[src/design/json_string_unescape_assert.svh]
// ----------------------------------------------------------------------------
// json_string_unescape assertion macros
// shared property forms for the unescaper checks, clocked on clk, reset arst_n
// ----------------------------------------------------------------------------
`ifndef JSON_STRING_UNESCAPE_ASSERT_SVH
`define JSON_STRING_UNESCAPE_ASSERT_SVH

// same-cycle implication
`define JSU_ASSERT_IMP(label, cond, conseq) \
	label: assert property (@(posedge clk) disable iff (!arst_n) (cond) |-> (conseq)) \
		else $error("jsu check failed: same-cycle implication");

// next-cycle implication
`define JSU_ASSERT_NXT(label, cond, conseq) \
	label: assert property (@(posedge clk) disable iff (!arst_n) (cond) |=> (conseq)) \
		else $error("jsu check failed: next-cycle implication");

`endif

[src/design/jsu_pkg.sv]
// ----------------------------------------------------------------------------
// jsu_pkg
// types, codes and helper functions shared by the json string unescaper
// ----------------------------------------------------------------------------
package jsu_pkg;

	localparam int JSU_CMD_DEPTH = 4;

	// parser phase
	typedef enum logic [3:0] {
		PH_IDLE    = 4'd0,
		PH_STR     = 4'd1,
		PH_ESC     = 4'd2,
		PH_HEX1    = 4'd3,
		PH_WANT_BS = 4'd4,
		PH_WANT_U  = 4'd5,
		PH_HEX2    = 4'd6
	} phase_t;

	// command kinds passed from front to back
	typedef enum logic [1:0] {
		K_RAW  = 2'd0,
		K_CP   = 2'd1,
		K_DONE = 2'd2,
		K_ERR  = 2'd3
	} kind_t;

	typedef struct packed {
		kind_t       kind;
		logic [20:0] cp;
	} cmd_t;

	// result outcome codes
	localparam logic [1:0] OC_BYTE = 2'd0;
	localparam logic [1:0] OC_DONE = 2'd1;
	localparam logic [1:0] OC_ERR  = 2'd2;

	// characters
	localparam logic [7:0] CH_QUOTE  = 8'h22;
	localparam logic [7:0] CH_BSLASH = 8'h5C;
	localparam logic [7:0] CH_SLASH  = 8'h2F;
	localparam logic [7:0] CH_B      = 8'h62;
	localparam logic [7:0] CH_F      = 8'h66;
	localparam logic [7:0] CH_N      = 8'h6E;
	localparam logic [7:0] CH_R      = 8'h72;
	localparam logic [7:0] CH_T      = 8'h74;
	localparam logic [7:0] CH_U      = 8'h75;
	localparam logic [7:0] CH_SPACE  = 8'h20;

	localparam logic [15:0] HI_SUR_LO = 16'hD800;
	localparam logic [15:0] HI_SUR_HI = 16'hDBFF;
	localparam logic [15:0] LO_SUR_LO = 16'hDC00;
	localparam logic [15:0] LO_SUR_HI = 16'hDFFF;
	localparam logic [20:0] SUPP_BASE = 21'h10000;
	localparam logic [20:0] MAX_1BYTE = 21'h7F;
	localparam logic [20:0] MAX_2BYTE = 21'h7FF;
	localparam logic [20:0] MAX_3BYTE = 21'hFFFF;

	// hex digit value, bit 4 set when not a hex digit
	function automatic logic [4:0] hex_val(input logic [7:0] c);
		logic [4:0] r;
		r = 5'h10;
		if (c >= 8'h30 && c <= 8'h39)
			r = 5'(c - 8'h30);
		else if (c >= 8'h61 && c <= 8'h66)
			r = 5'(c - 8'h57);
		else if (c >= 8'h41 && c <= 8'h46)
			r = 5'(c - 8'h37);
		return r;
	endfunction

	// simple escape letter: bit 8 = recognised, low byte = decoded char
	function automatic logic [8:0] esc_decode(input logic [7:0] c);
		logic [8:0] r;
		case (c)
			CH_QUOTE:  r = {1'b1, CH_QUOTE};
			CH_BSLASH: r = {1'b1, CH_BSLASH};
			CH_SLASH:  r = {1'b1, CH_SLASH};
			CH_B:      r = {1'b1, 8'h08};
			CH_F:      r = {1'b1, 8'h0C};
			CH_N:      r = {1'b1, 8'h0A};
			CH_R:      r = {1'b1, 8'h0D};
			CH_T:      r = {1'b1, 8'h09};
			default:   r = 9'h000;
		endcase
		return r;
	endfunction

	// utf-8 length minus one
	function automatic logic [1:0] utf8_lm1(input logic [20:0] cp);
		logic [1:0] r;
		if (cp <= MAX_1BYTE)
			r = 2'd0;
		else if (cp <= MAX_2BYTE)
			r = 2'd1;
		else if (cp <= MAX_3BYTE)
			r = 2'd2;
		else
			r = 2'd3;
		return r;
	endfunction

	// byte idx of the utf-8 form of cp
	function automatic logic [7:0] utf8_byte(input logic [20:0] cp, input logic [1:0] idx);
		logic [7:0] r;
		logic [1:0] lm1;
		lm1 = utf8_lm1(cp);
		r = cp[7:0];
		unique case ({lm1, idx})
			4'b00_00: r = cp[7:0];
			4'b01_00: r = {3'b110, cp[10:6]};
			4'b01_01: r = {2'b10, cp[5:0]};
			4'b10_00: r = {4'b1110, cp[15:12]};
			4'b10_01: r = {2'b10, cp[11:6]};
			4'b10_10: r = {2'b10, cp[5:0]};
			4'b11_00: r = {5'b11110, cp[20:18]};
			4'b11_01: r = {2'b10, cp[17:12]};
			4'b11_10: r = {2'b10, cp[11:6]};
			4'b11_11: r = {2'b10, cp[5:0]};
			default:  r = 8'h00;
		endcase
		return r;
	endfunction

endpackage

[src/design/jsu_front.sv]
// ----------------------------------------------------------------------------
// jsu_front
// string parser: takes one source byte per cycle while the command queue is not full, issues decode commands
// ----------------------------------------------------------------------------
module jsu_front (
	input  logic          clk,
	input  logic          arst_n,
	input  logic          push,
	input  logic [7:0]    in_byte,
	input  logic          source_end,
	input  logic          cmd_full,
	output logic          cmd_push,
	output jsu_pkg::cmd_t cmd
);
	import jsu_pkg::*;

	phase_t      phase_q, phase_d;
	logic [15:0] acc_q, acc_d;
	logic [1:0]  cnt_q, cnt_d;
	logic [9:0]  hh_q, hh_d;

	logic        accept;
	logic [4:0]  hv;
	logic [8:0]  esc;
	logic [15:0] acc_sh;
	logic        is_quote, is_bs, is_u, is_ctrl, hex_ok, last_dig, is_high, is_low;
	logic [20:0] supp_cp;

	assign accept   = push && !cmd_full;
	assign hv       = hex_val(in_byte);
	assign esc      = esc_decode(in_byte);
	assign acc_sh   = {acc_q[11:0], hv[3:0]};
	assign is_quote = (in_byte == CH_QUOTE);
	assign is_bs    = (in_byte == CH_BSLASH);
	assign is_u     = (in_byte == CH_U);
	assign is_ctrl  = (in_byte < CH_SPACE);
	assign hex_ok   = !hv[4];
	assign last_dig = (cnt_q == 2'd3);
	assign is_high  = (acc_sh >= HI_SUR_LO) && (acc_sh <= HI_SUR_HI);
	assign is_low   = (acc_sh >= LO_SUR_LO) && (acc_sh <= LO_SUR_HI);
	assign supp_cp  = {1'b0, hh_q, acc_sh[9:0]} + SUPP_BASE;

	// next state
	always_comb begin
		logic fail;
		fail    = 1'b0;
		phase_d = phase_q;
		acc_d   = acc_q;
		cnt_d   = cnt_q;
		hh_d    = hh_q;
		if (accept) begin
			if (source_end) begin
				fail = (phase_q != PH_IDLE);
			end else begin
				unique case (phase_q)
					PH_STR: begin
						if (is_quote)
							phase_d = PH_IDLE;
						else if (is_ctrl)
							fail = 1'b1;
						else if (is_bs)
							phase_d = PH_ESC;
					end
					PH_ESC: begin
						if (esc[8]) begin
							phase_d = PH_STR;
						end else if (is_u) begin
							phase_d = PH_HEX1;
							acc_d   = '0;
							cnt_d   = '0;
						end else begin
							fail = 1'b1;
						end
					end
					PH_WANT_BS: begin
						if (is_bs)
							phase_d = PH_WANT_U;
						else
							fail = 1'b1;
					end
					PH_WANT_U: begin
						if (is_u) begin
							phase_d = PH_HEX2;
							acc_d   = '0;
							cnt_d   = '0;
						end else begin
							fail = 1'b1;
						end
					end
					PH_HEX1, PH_HEX2: begin
						if (!hex_ok) begin
							fail = 1'b1;
						end else if (!last_dig) begin
							acc_d = acc_sh;
							cnt_d = cnt_q + 2'd1;
						end else begin
							acc_d = '0;
							cnt_d = '0;
							if (phase_q == PH_HEX1) begin
								if (is_high) begin
									hh_d    = acc_sh[9:0];
									phase_d = PH_WANT_BS;
								end else if (is_low) begin
									fail = 1'b1;
								end else begin
									phase_d = PH_STR;
								end
							end else if (is_low) begin
								phase_d = PH_STR;
								hh_d    = '0;
							end else begin
								fail = 1'b1;
							end
						end
					end
					default: begin
						// idle, only an opening quote is legal
						if (is_quote)
							phase_d = PH_STR;
						else
							fail = 1'b1;
					end
				endcase
			end
			if (fail) begin
				phase_d = PH_IDLE;
				acc_d   = '0;
				cnt_d   = '0;
				hh_d    = '0;
			end
		end
	end

	// command outputs
	always_comb begin
		cmd_push = 1'b0;
		cmd.kind = K_ERR;
		cmd.cp   = '0;
		if (accept) begin
			if (source_end) begin
				cmd_push = (phase_q != PH_IDLE);
			end else begin
				unique case (phase_q)
					PH_STR: begin
						if (is_quote) begin
							cmd_push = 1'b1;
							cmd.kind = K_DONE;
						end else if (is_ctrl) begin
							cmd_push = 1'b1;
						end else if (!is_bs) begin
							cmd_push = 1'b1;
							cmd.kind = K_RAW;
							cmd.cp   = {13'b0, in_byte};
						end
					end
					PH_ESC: begin
						if (esc[8]) begin
							cmd_push = 1'b1;
							cmd.kind = K_RAW;
							cmd.cp   = {13'b0, esc[7:0]};
						end else if (!is_u) begin
							cmd_push = 1'b1;
						end
					end
					PH_WANT_BS: cmd_push = !is_bs;
					PH_WANT_U:  cmd_push = !is_u;
					PH_HEX1: begin
						if (!hex_ok) begin
							cmd_push = 1'b1;
						end else if (last_dig && !is_high) begin
							cmd_push = 1'b1;
							if (!is_low) begin
								cmd.kind = K_CP;
								cmd.cp   = {5'b0, acc_sh};
							end
						end
					end
					PH_HEX2: begin
						if (!hex_ok) begin
							cmd_push = 1'b1;
						end else if (last_dig) begin
							cmd_push = 1'b1;
							if (is_low) begin
								cmd.kind = K_CP;
								cmd.cp   = supp_cp;
							end
						end
					end
					default: cmd_push = !is_quote;
				endcase
			end
		end
	end

	always_ff @(posedge clk or negedge arst_n) begin
		if (!arst_n) begin
			phase_q <= PH_IDLE;
			acc_q   <= '0;
			cnt_q   <= '0;
			hh_q    <= '0;
		end else begin
			phase_q <= phase_d;
			acc_q   <= acc_d;
			cnt_q   <= cnt_d;
			hh_q    <= hh_d;
		end
	end

endmodule

[src/design/jsu_cmd_fifo.sv]
// ----------------------------------------------------------------------------
// jsu_cmd_fifo
// short command queue between parser and byte emitter
// ----------------------------------------------------------------------------
module jsu_cmd_fifo #(
	parameter int Depth = jsu_pkg::JSU_CMD_DEPTH
) (
	input  logic          clk,
	input  logic          arst_n,
	input  logic          wr_en,
	input  jsu_pkg::cmd_t wr_data,
	output logic          full,
	input  logic          rd_en,
	output jsu_pkg::cmd_t rd_data,
	output logic          not_empty
);
	import jsu_pkg::*;

	localparam int PtrW = (Depth > 1) ? $clog2(Depth) : 1;
	localparam int CntW = $clog2(Depth + 1);
	localparam logic [PtrW-1:0] LastPtr = PtrW'(Depth - 1);
	localparam logic [CntW-1:0] FullCnt = CntW'(Depth);

	cmd_t            mem_q [Depth];
	logic [PtrW-1:0] wptr_q, rptr_q;
	logic [CntW-1:0] cnt_q;
	logic            do_wr, do_rd;

	assign full      = (cnt_q == FullCnt);
	assign not_empty = (cnt_q != '0);
	assign do_wr     = wr_en && !full;
	assign do_rd     = rd_en && not_empty;
	assign rd_data   = mem_q[rptr_q];

	always_ff @(posedge clk) begin
		if (do_wr)
			mem_q[wptr_q] <= wr_data;
	end

	always_ff @(posedge clk or negedge arst_n) begin
		if (!arst_n) begin
			wptr_q <= '0;
			rptr_q <= '0;
			cnt_q  <= '0;
		end else begin
			if (do_wr)
				wptr_q <= (wptr_q == LastPtr) ? '0 : wptr_q + PtrW'(1);
			if (do_rd)
				rptr_q <= (rptr_q == LastPtr) ? '0 : rptr_q + PtrW'(1);
			if (do_wr && !do_rd)
				cnt_q <= cnt_q + CntW'(1);
			else if (do_rd && !do_wr)
				cnt_q <= cnt_q - CntW'(1);
		end
	end

endmodule

[src/design/jsu_back.sv]
// ----------------------------------------------------------------------------
// jsu_back
// byte emitter: expands each command into one to four result bytes
// ----------------------------------------------------------------------------
module jsu_back (
	input  logic          clk,
	input  logic          arst_n,
	input  logic          cmd_valid,
	input  jsu_pkg::cmd_t cmd,
	output logic          cmd_pop,
	output logic          empty,
	input  logic          pop,
	output logic [7:0]    out_byte,
	output logic [1:0]    outcome,
	output logic          last
);
	import jsu_pkg::*;

	logic       out_valid_q;
	logic [7:0] byte_q;
	logic [1:0] oc_q;
	logic       last_q;
	logic [1:0] idx_q;

	logic       load;
	logic [1:0] lm1;
	logic [7:0] nbyte;
	logic [1:0] noc;
	logic       nlast;

	always_comb begin
		lm1   = 2'd0;
		nbyte = 8'h00;
		noc   = OC_BYTE;
		unique case (cmd.kind)
			K_RAW:  nbyte = cmd.cp[7:0];
			K_CP: begin
				lm1   = utf8_lm1(cmd.cp);
				nbyte = utf8_byte(cmd.cp, idx_q);
			end
			K_DONE: noc = OC_DONE;
			default: noc = OC_ERR;
		endcase
	end

	assign nlast   = (idx_q == lm1);
	assign load    = cmd_valid && (!out_valid_q || pop);
	assign cmd_pop = load && nlast;

	assign empty    = !out_valid_q;
	assign out_byte = byte_q;
	assign outcome  = oc_q;
	assign last     = last_q;

	always_ff @(posedge clk) begin
		if (load) begin
			byte_q <= nbyte;
			oc_q   <= noc;
			last_q <= nlast;
		end
	end

	always_ff @(posedge clk or negedge arst_n) begin
		if (!arst_n) begin
			out_valid_q <= 1'b0;
			idx_q       <= '0;
		end else begin
			if (load) begin
				out_valid_q <= 1'b1;
				idx_q       <= nlast ? 2'd0 : idx_q + 2'd1;
			end else if (pop) begin
				out_valid_q <= 1'b0;
			end
		end
	end

endmodule

[src/design/json_string_unescape.sv]
// ----------------------------------------------------------------------------
// json_string_unescape
// decodes the bytes of a quoted json string literal into utf-8 output bytes
// ----------------------------------------------------------------------------
// usage
//   input side is a queue write port: a request is taken on a clock edge with
//   push high and full low; in_byte carries the next source byte, source_end
//   marks the end of the source (byte ignored)
//   result side is a queue read port: while empty is low the oldest result
//   sits on out_byte / outcome / last and is taken on an edge with pop high
//   outcome: decoded byte, string complete or syntax error; last flags the
//   final result caused by one request
// timing
//   a result reaches the ports through the command queue write, then the output
//   register; further bytes follow one per cycle while pop is high
//   one request per cycle is sustained while pop is high; the output register
//   emits one byte per cycle, so a \u escape or surrogate pair that becomes
//   two to four utf-8 bytes holds the emitter until its last byte and the command queue absorbs the burst
// stalls and reset
//   with pop held low the output register and the command queue fill, then
//   full rises and the parser waits; nothing is lost
//   arst_n clears the parser to idle and empties queue and output register
// ----------------------------------------------------------------------------
module json_string_unescape #(
	parameter int CmdDepth = jsu_pkg::JSU_CMD_DEPTH
) (
	input  logic       clk,
	input  logic       arst_n,
	input  logic       push,
	output logic       full,
	input  logic [7:0] in_byte,
	input  logic       source_end,
	output logic       empty,
	input  logic       pop,
	output logic [7:0] out_byte,
	output logic [1:0] outcome,
	output logic       last
);
	import jsu_pkg::*;

	// front to queue
	cmd_t cmd_in;
	logic cmd_push;
	logic cmd_full;

	// queue to back
	cmd_t cmd_head;
	logic cmd_valid;
	logic cmd_pop;

	// input requests stall only on a full command queue
	assign full = cmd_full;

	// parser: classifies each source byte into at most one command
	jsu_front u_front (
		.clk       (clk),
		.arst_n    (arst_n),
		.push      (push),
		.in_byte   (in_byte),
		.source_end(source_end),
		.cmd_full  (cmd_full),
		.cmd_push  (cmd_push),
		.cmd       (cmd_in)
	);

	// decouples the parser from output stalls and multi-byte expansion
	jsu_cmd_fifo #(
		.Depth(CmdDepth)
	) u_cmd_fifo (
		.clk      (clk),
		.arst_n   (arst_n),
		.wr_en    (cmd_push),
		.wr_data  (cmd_in),
		.full     (cmd_full),
		.rd_en    (cmd_pop),
		.rd_data  (cmd_head),
		.not_empty(cmd_valid)
	);

	// emitter: utf-8 encodes code points, one result byte per cycle while pop is high
	jsu_back u_back (
		.clk      (clk),
		.arst_n   (arst_n),
		.cmd_valid(cmd_valid),
		.cmd      (cmd_head),
		.cmd_pop  (cmd_pop),
		.empty    (empty),
		.pop      (pop),
		.out_byte (out_byte),
		.outcome  (outcome),
		.last     (last)
	);

	// checks
	`include "json_string_unescape_assert.svh"

	// the parser never issues a command into a full queue
	`JSU_ASSERT_IMP(a_no_push_when_full, cmd_push, !cmd_full)
	// completion and error results are always single
	`JSU_ASSERT_IMP(a_status_is_last, !empty && (outcome != OC_BYTE), last)
	// completion and error results carry a zero byte
	`JSU_ASSERT_IMP(a_status_zero_byte, !empty && (outcome != OC_BYTE), out_byte == 8'h00)
	// a queued command with a free output slot is taken on the next edge
	`JSU_ASSERT_NXT(a_back_drains, cmd_valid && empty, !empty)

endmodule
[config.mk]
export PLATFORM = sky130hd
export DESIGN_NAME = json_string_unescape
export DESIGN_NICKNAME = d
export VERILOG_FILES = /design/src/design/jsu_pkg.sv /design/src/design/jsu_front.sv /design/src/design/jsu_cmd_fifo.sv /design/src/design/jsu_back.sv /design/src/design/json_string_unescape.sv
export VERILOG_INCLUDE_DIRS = /design/src /design/src/design
export SDC_FILE = /design/constraint.sdc
export NUM_CORES = 1
export LEC_CHECK = 0
export ABC_AREA = 0
export BUFFER_PORTS_ARGS = -buffer_cell sky130_fd_sc_hd__buf_2
export CAP_MARGIN = 10
export CORE_MARGIN = 4
export CORE_UTILIZATION = 67
export CTS_CLUSTER_DIAMETER = 50
export DETAILED_ROUTE_END_ITERATION = 10
export PLACE_DENSITY = 0.83
export RECOVER_POWER = 100
export SYNTH_ARGS = -nofsm -noshare
export SYNTH_HDL_FRONTEND = slang
export SYNTH_SLANG_ARGS = --single-unit
[constraint.sdc]
create_clock -name clk -period 10.3 [get_ports clk]
set_input_delay 0.515 -clock clk [delete_from_list [all_inputs] [get_ports clk]]
set_output_delay 0.515 -clock clk [all_outputs]
set_load 0.1 [all_outputs]
======== Word level (Yosys, flattened, before mapping) ========
Memories as Yosys holds them, arrays and structs flattened.
Cells that the tools add are included.
word-level totals
  register bits ........................... 53
  bits in latches ......................... 0
  memory bits (writable) .................. 92
  memory bits (read-only) ................. 0
  input port bits ......................... 13
  output and inout port bits .............. 13
  logic and storage cells ................. 220
  memories ................................ 1
operators by class
  $add $sub $neg .......................... 10
  multipliers ............................. 0
  div/mod/pow operators ................... 0
  order comparisons ....................... 14
  equal/unequal tests ..................... 44
  shift operators ......................... 0
  multiplexer cells ....................... 99
  bitwise operators ....................... 0
  reductions and logical operators ........ 40
memory list
  name              words  bits a word  rd ports  clocked after Yosys merged registers in  write ports  RTL line            RTL
  u_cmd_fifo.mem_q  4      23           1         0                                        1            jsu_cmd_fifo.sv:24  cmd_t mem_q [Depth];
operators by type and width
  cell                                                                count
  two-way mux 23 bit                                                  11
  two-way mux 16 bit                                                  6
  case mux 23 bit (4 select lines)                                    1
  two-way mux 10 bit                                                  8
  case mux 9 bit (8 select lines)                                     1
  two-way mux 4 bit                                                   16
  equality test 8 x 7 -> 1 bit (second input constant)                7
  case mux 8 bit (7 select lines)                                     1
  case mux 16 bit (3 select lines)                                    1
  greater-or-equal comparator 16 bit (second input constant)          2
  less-or-equal comparator 16 bit (second input constant)             2
  equality test 4 bit (second input constant)                         7
  two-way mux 1 bit                                                   28
  two-way mux 2 bit                                                   14
  adder 20 x 17 -> 21 bit (second input constant)                     1
  less-or-equal comparator 21 x 11 -> 1 bit (second input constant)   1
  less-or-equal comparator 21 x 16 -> 1 bit (second input constant)   1
  less-or-equal comparator 21 x 7 -> 1 bit (second input constant)    1
  two-way mux 21 bit                                                  1
  equality test 4 x 3 -> 1 bit (second input constant)                5
  case mux 4 bit (5 select lines)                                     1
  equality test 8 x 6 -> 1 bit (second input constant)                2
  greater-or-equal comparator 8 x 7 -> 1 bit (second input constant)  2
  less-or-equal comparator 8 x 7 -> 1 bit (second input constant)     2
  42 further kinds                                                    85

======== Logic depth before layout (Yosys ltp) ========
  depth after elaboration ................. 19
  mapped depth ............................ 14
  mapped depth without buffers ............ 14

======== By module ========
A second synthesis with hierarchy kept.
second synthesis, totals
  cells, all modules ...................... 575
  area, all modules ....................... 7390.8 µm²
modules (own cells, without submodules)
  module        instances  cells each  area an instance (µm²)  seq. area each (µm²)
  jsu_cmd_fifo  1          158         3829.9                  2937.8
  jsu_front     1          316         2538.7                  675.6
  jsu_back      1          101         1022.2                  405.4

======== Worst setup path after synthesis ========
Ideal clock, no wire load.
  kind .................................... reg2reg
  start ................................... register u_cmd_fifo.rptr_q[0]
  end ..................................... register u_cmd_fifo.cnt_q[2]
  setup time .............................. 79 ps
  data arrival time ....................... 3348 ps
  required time ........................... 10221 ps
  slack ................................... 6873 ps
  stages on the path, launching flop included .. 15
  path buffers ............................ 2
  clock period less this slack ............ 3427 ps
  cell sequence ........................... dfrtp_1 -> buf_6 -> buf_12 -> mux4_2 -> nor3_4 -> nand2_2 -> nor4b_4 -> or4_4 -> nand2_4 -> ha_1 -> inv_1 -> fa_1 -> xor2_1 -> nor2_1 -> xor2_1
between the ends
  cells in the longest elaborated chain, start to end .. 12
  elaborated cells between the ends (all ways) .. 17
  those cells by class .................... 3 x order compare; 2 x eq/ne; 5 x mux; 6 x reduce/logical; 1 x memory
RTL lines
  element                                                  RTL line            RTL
  start: declaration                                       jsu_cmd_fifo.sv:25  logic [PtrW-1:0] wptr_q, rptr_q;
  start signal: assignment                                 jsu_cmd_fifo.sv:49  rptr_q <= (rptr_q == LastPtr) ? '0 : rptr_q + PtrW'(1);
  memory (4 x 23 bit) (*)                                  n/a
  less-or-equal comparator 21 x 16 -> 1 bit                jsu_pkg.sv:96       else if (cp <= MAX_3BYTE)
  two-way mux 1 bit                                        jsu_pkg.sv:96
  two-way mux 2 bit                                        jsu_pkg.sv:94       else if (cp <= MAX_2BYTE)
  two-way mux 2 bit                                        jsu_pkg.sv:92       if (cp <= MAX_1BYTE)
  two-way mux 2 bit (*)                                    jsu_back.sv:35      unique case (cmd.kind)
  equality test 2 bit (*)                                  jsu_back.sv:46      assign nlast = (idx_q == lm1);
  net u_back.nlast                                         jsu_back.sv:29      logic nlast;
  logical AND 1 bit (*)                                    jsu_back.sv:48      assign cmd_pop = load && nlast;
  logical AND 1 bit (*)                                    jsu_cmd_fifo.sv:32  assign do_rd = rd_en && not_empty;
  logical NOT 1 bit                                        jsu_cmd_fifo.sv:50  if (do_wr && !do_rd)
  logical AND 1 bit                                        jsu_cmd_fifo.sv:50
  two-way mux 3 bit or nonzero test 2 bit (tied branches)  n/a
  end signal: assignment                                   jsu_cmd_fifo.sv:51  cnt_q <= cnt_q + CntW'(1);
  end signal: assignment                                   jsu_cmd_fifo.sv:53  cnt_q <= cnt_q - CntW'(1);
  end: declaration                                         jsu_cmd_fifo.sv:26  logic [CntW-1:0] cnt_q;
Mark *: on every way through the listed nets, which the timed path passes. The rest lies on a longest branch.
A chain may end at the register's enable or synchronous reset.

======== Final worst setup path ========
  start ................................... register u_cmd_fifo.rptr_q[1]
  end ..................................... register u_cmd_fifo.cnt_q[2]
Same word-level chain as after synthesis.

==> summary.md <==
| Metric | Value |
|---|---|
| CP Capture Type | `register` |
| Number of synthesized register bits | `140` |
| WS Path Type | `register to register` |
| Mapped cell area | `approximately 7000 sq um` |
| Vias | `~5100` |
| Initial Utilization | `a little over two thirds` |
| CTS Hold Bufs | `0` |
| DRT antenna net count | `0` |
| Most used cell, CP | `xor2_1` |
| Post-DP Area | `7350 sq um` |
| Final Max Tran Viols | `about 150` |
| Largest area contributor in the netlist | `edfxtp_1` |
| Violations in the final reports | `max-capacitance violations, max-slew violations` |
| Crit path time final | `around 4.3 ns` |
| H-Tree Depth | `4` |
| Worst-Margin Slew | `2.12 ns` |
| Nets | `609` |
| Die Area | `about 12000 sq um` |
| Crit share post-route | `41.8%` |
| Global placer's final weighted congestion | `0.943` |
| Setup Total Neg Slack | `0 ns` |
| Worst Path Required | `between 10 and 15 ns` |
| Io pins | `26` |
| Grt ovf | `0` |
| TritonCTS clock tree | `done` |
| Multi-input logic area | `about 2900 sq um` |
| Cells after Synth | `about 560` |
| Antenna violations before repair | `0` |
| Rows | `37` |
| Sequential cell area | `~4000 sq um` |
| Rel. slew slack | `-41.3%` |
| Diodes inserted | `0` |
| Largest net degree at the start of global routing | `38` |
| Overall Global Routing Usage | `a little over a quarter` |
| Drt wl/cell | `about 22 um` |
| Cell variety after synth | `79` |
| Via density | `6.96` |
| Top cells by area, synth | `edfxtp_1, dfrtp_1, mux4_1, mux4_2, a22o_1` |
| Final wirelength | `16300 um` |
| First-pass GRT wire length | `about 26000 um` |
| Die height | `~110 um` |
| Root buf cell | `clkbuf_8` |
| Vias in the first global route | `4935` |
| Core ar. | `~10000 sq um` |
| Asr flop ratio synth | `26.4%` |
| Status | `finished with violations` |
| Main synth FF type | `edfxtp_1` |
| Synth-to-Final Area Change | `9.48%` |
| Top cell types by occurrence after synthesis | `edfxtp_1, nor2_1, nand2_1` |
| Worst Hold Class | `input port to register` |
| Share of Yosys cell area claimed by the top area cell type | `between 40% and 50%` |
| Synthesized area per cell | `about 13 sq um` |
| Worst Path Arrival | `4.75 ns` |
| Worst-Skew Late Latency | `0.52 ns` |
| DR iter-0 viols | `506` |
| # setup viols final | `0` |
| Synth Warn # | `0` |
| Post-CTS setup repair buffer count | `0` |
| Hold depth | `2` |
| Fill count | `about 640` |
| Power, Total | `between 2 and 2.5 mW` |
| Worst path max stage delay | `about 1 ns` |
| Port Buffers | `25` |
| Cell Chain, Critical Path | `mux4_1, nor3_1, a2111oi_0, a31o_2, or4_1, nand2_1, ha_1, inv_1, fa_1, xor2_1, nor2_1, xor2_1` |
| Seq/Total Area, Yosys | `55.9%` |
| Finished Cell Area | `7870 sq um` |
| DRC Markers | `0` |
| Worst Setup Start Kind | `register` |
| DP Wirelength | `~11000 um` |
| Max Cap Viol | `7` |
| Leak | `slightly below 3 nW` |
| Share of layout cells above drive strength 1 | `between 10% and 20%` |
| Final hold violation count | `0` |
| Crit-path max FO | `25` |
| RSZ-0062 raised after global routing | `no` |
| Clock Skews | `0.0140 ns` |
| Resize count post-CTS | `0` |
| Syn nets | `about 590` |
| Die width | `roughly 110 um` |
| Peak supply drop | `between 0.0002 and 0.00025 V` |
| Top-count cell post-synth | `edfxtp_1` |
| Maximum clock rate | `approximately 0.23 GHz` |
| TritonRoute pass-1 iters | `5` |
| Post-synth EDFFs | `~100` |
| Pwr Density | `approximately 280 nW/um^2` |
| Total clock sinks | `140` |
| Max Root-Sink Buffers | `2` |
| Critical Path Slowest Stage Cell | `dfrtp_1` |
| R2R depth | `12` |
| Clock transition at the registers of the reported paths | `around 0.06 ns` |
| Cts bufs inserted | `17` |
layer usage:
metal / wire, um / global-route usage [%] / part of all wire [%]
met1: 6520 / 35.1 / 40
met2: 8070 / 43.7 / 50
met3: 1200 / 5.92 / 7.4
met4: 486 / 10.8 / 3.0
met5: 0 / 0 / 0
report_power, final:
group / switching [mW] / total, mW / internal (mW)
registers: 0.0697 / 0.800 / 0.730
clock network: 0.232 / 0.582 / 0.350
logic: 0.563 / 0.818 / 0.254
total: 0.865 / 2.20 / 1.33
sequential cells by signal, summed over array words and instances (netlist names):
signal,count
u_cmd_fifo.mem_q,92
u_front.acc_q,12
u_front.hh_q,10
u_back.out_byte,8
u_cmd_fifo.cnt_q,3
u_front.phase_q,3
u_back.idx_q,2
u_back.outcome,2
u_cmd_fifo.rptr_q,2
u_cmd_fifo.wptr_q,2
u_front.cnt_q,2
u_back.last,1
u_back.out_valid_q,1
cell families (layout without fill, tap and decap cells):
kind of cell             Yosys count  in the layout  share of synthesized area (%)
AND/OR/NAND/NOR                  179            179                           14.1
flip-flops                       140            140                           55.9
AO/OA/AOI/OAI                    136            136                           13.4
buffers and inverters             44             77                           3.04
multiplexers                      33             33                           9.34
adder cells (fa/ha/maj)           19             19                           3.38
XOR/XNOR                           7              7                          0.852
per-stage QoR:
step | utilization [%] | hold WS, ns | std cells | setup WS [ns]
4_1_cts | 76.6 | 0.136 | 727 | 6.28
2_1_floorplan | - | 0.219 | 558 | 6.87
6_report | 75.9 | 0.191 | 727 | 5.99
5_1_grt | 75.9 | 0.187 | 727 | 5.76
3_5_place_dp | 70.9 | 0.488 | 695 | 6.20
3_3_place_gp | 70.9 | 0.479 | 695 | 6.33
cell type report:
class	instances	area share, %
Inverter	17	0.810
Multi-Input combinational cell	374	37.0
Clock inverter	8	0.906
Tap cell	136	2.16
Timing Repair Buffer	28	1.54
Clock buffer	24	6.52
Sequential cell	140	51.0
worst max-delay path: cells and delay by family, from the launching register on:
family | cells | cell delay (ns)
AO/OA/AOI/OAI | 2 | 0.43
XOR/XNOR | 2 | 0.31
adder cells (fa/ha/maj) | 2 | 0.66
buffers and inverters | 1 | 0.07
flip-flops | 1 | 1.03
multiplexers | 1 | 0.45
AND/OR/NAND/NOR | 4 | 1.27
layout by cell type (no fill, tap or decap), drive strengths merged, types with 8 or more instances in the layout:
master	Yosys	layout
o21ai	24	24
clkbuf	11	41
nand2	40	40
edfxtp	103	103
buf	16	11
a21oi	26	26
a22o	27	27
nor3	11	11
ha	17	17
nor2	43	43
a221oi	8	8
nor2b	9	9
a22oi	13	13
nand3	19	19
mux4	23	23
and2	14	14
nor4	8	8
dfrtp	37	37
inv	16	20
worst paths after layout:
path | slack, ns | from | endpoint
worst max-delay path | 5.99 | u_cmd_fifo.rptr_q[1] | u_cmd_fifo.cnt_q[2]
worst min-delay path | 0.19 | pop | u_back.out_valid_q
worst max register to register | 5.99 | u_cmd_fifo.rptr_q[1] | u_cmd_fifo.cnt_q[2]
worst min register to register | 0.50 | u_cmd_fifo.cnt_q[2] | u_cmd_fifo.cnt_q[2]
max in group asynchronous | 8.46 | arst_n | u_front.hh_q[1]
min in group asynchronous | 0.62 | arst_n | u_front.phase_q[0]
Note: power is estimated with default switching activity, not from simulation.
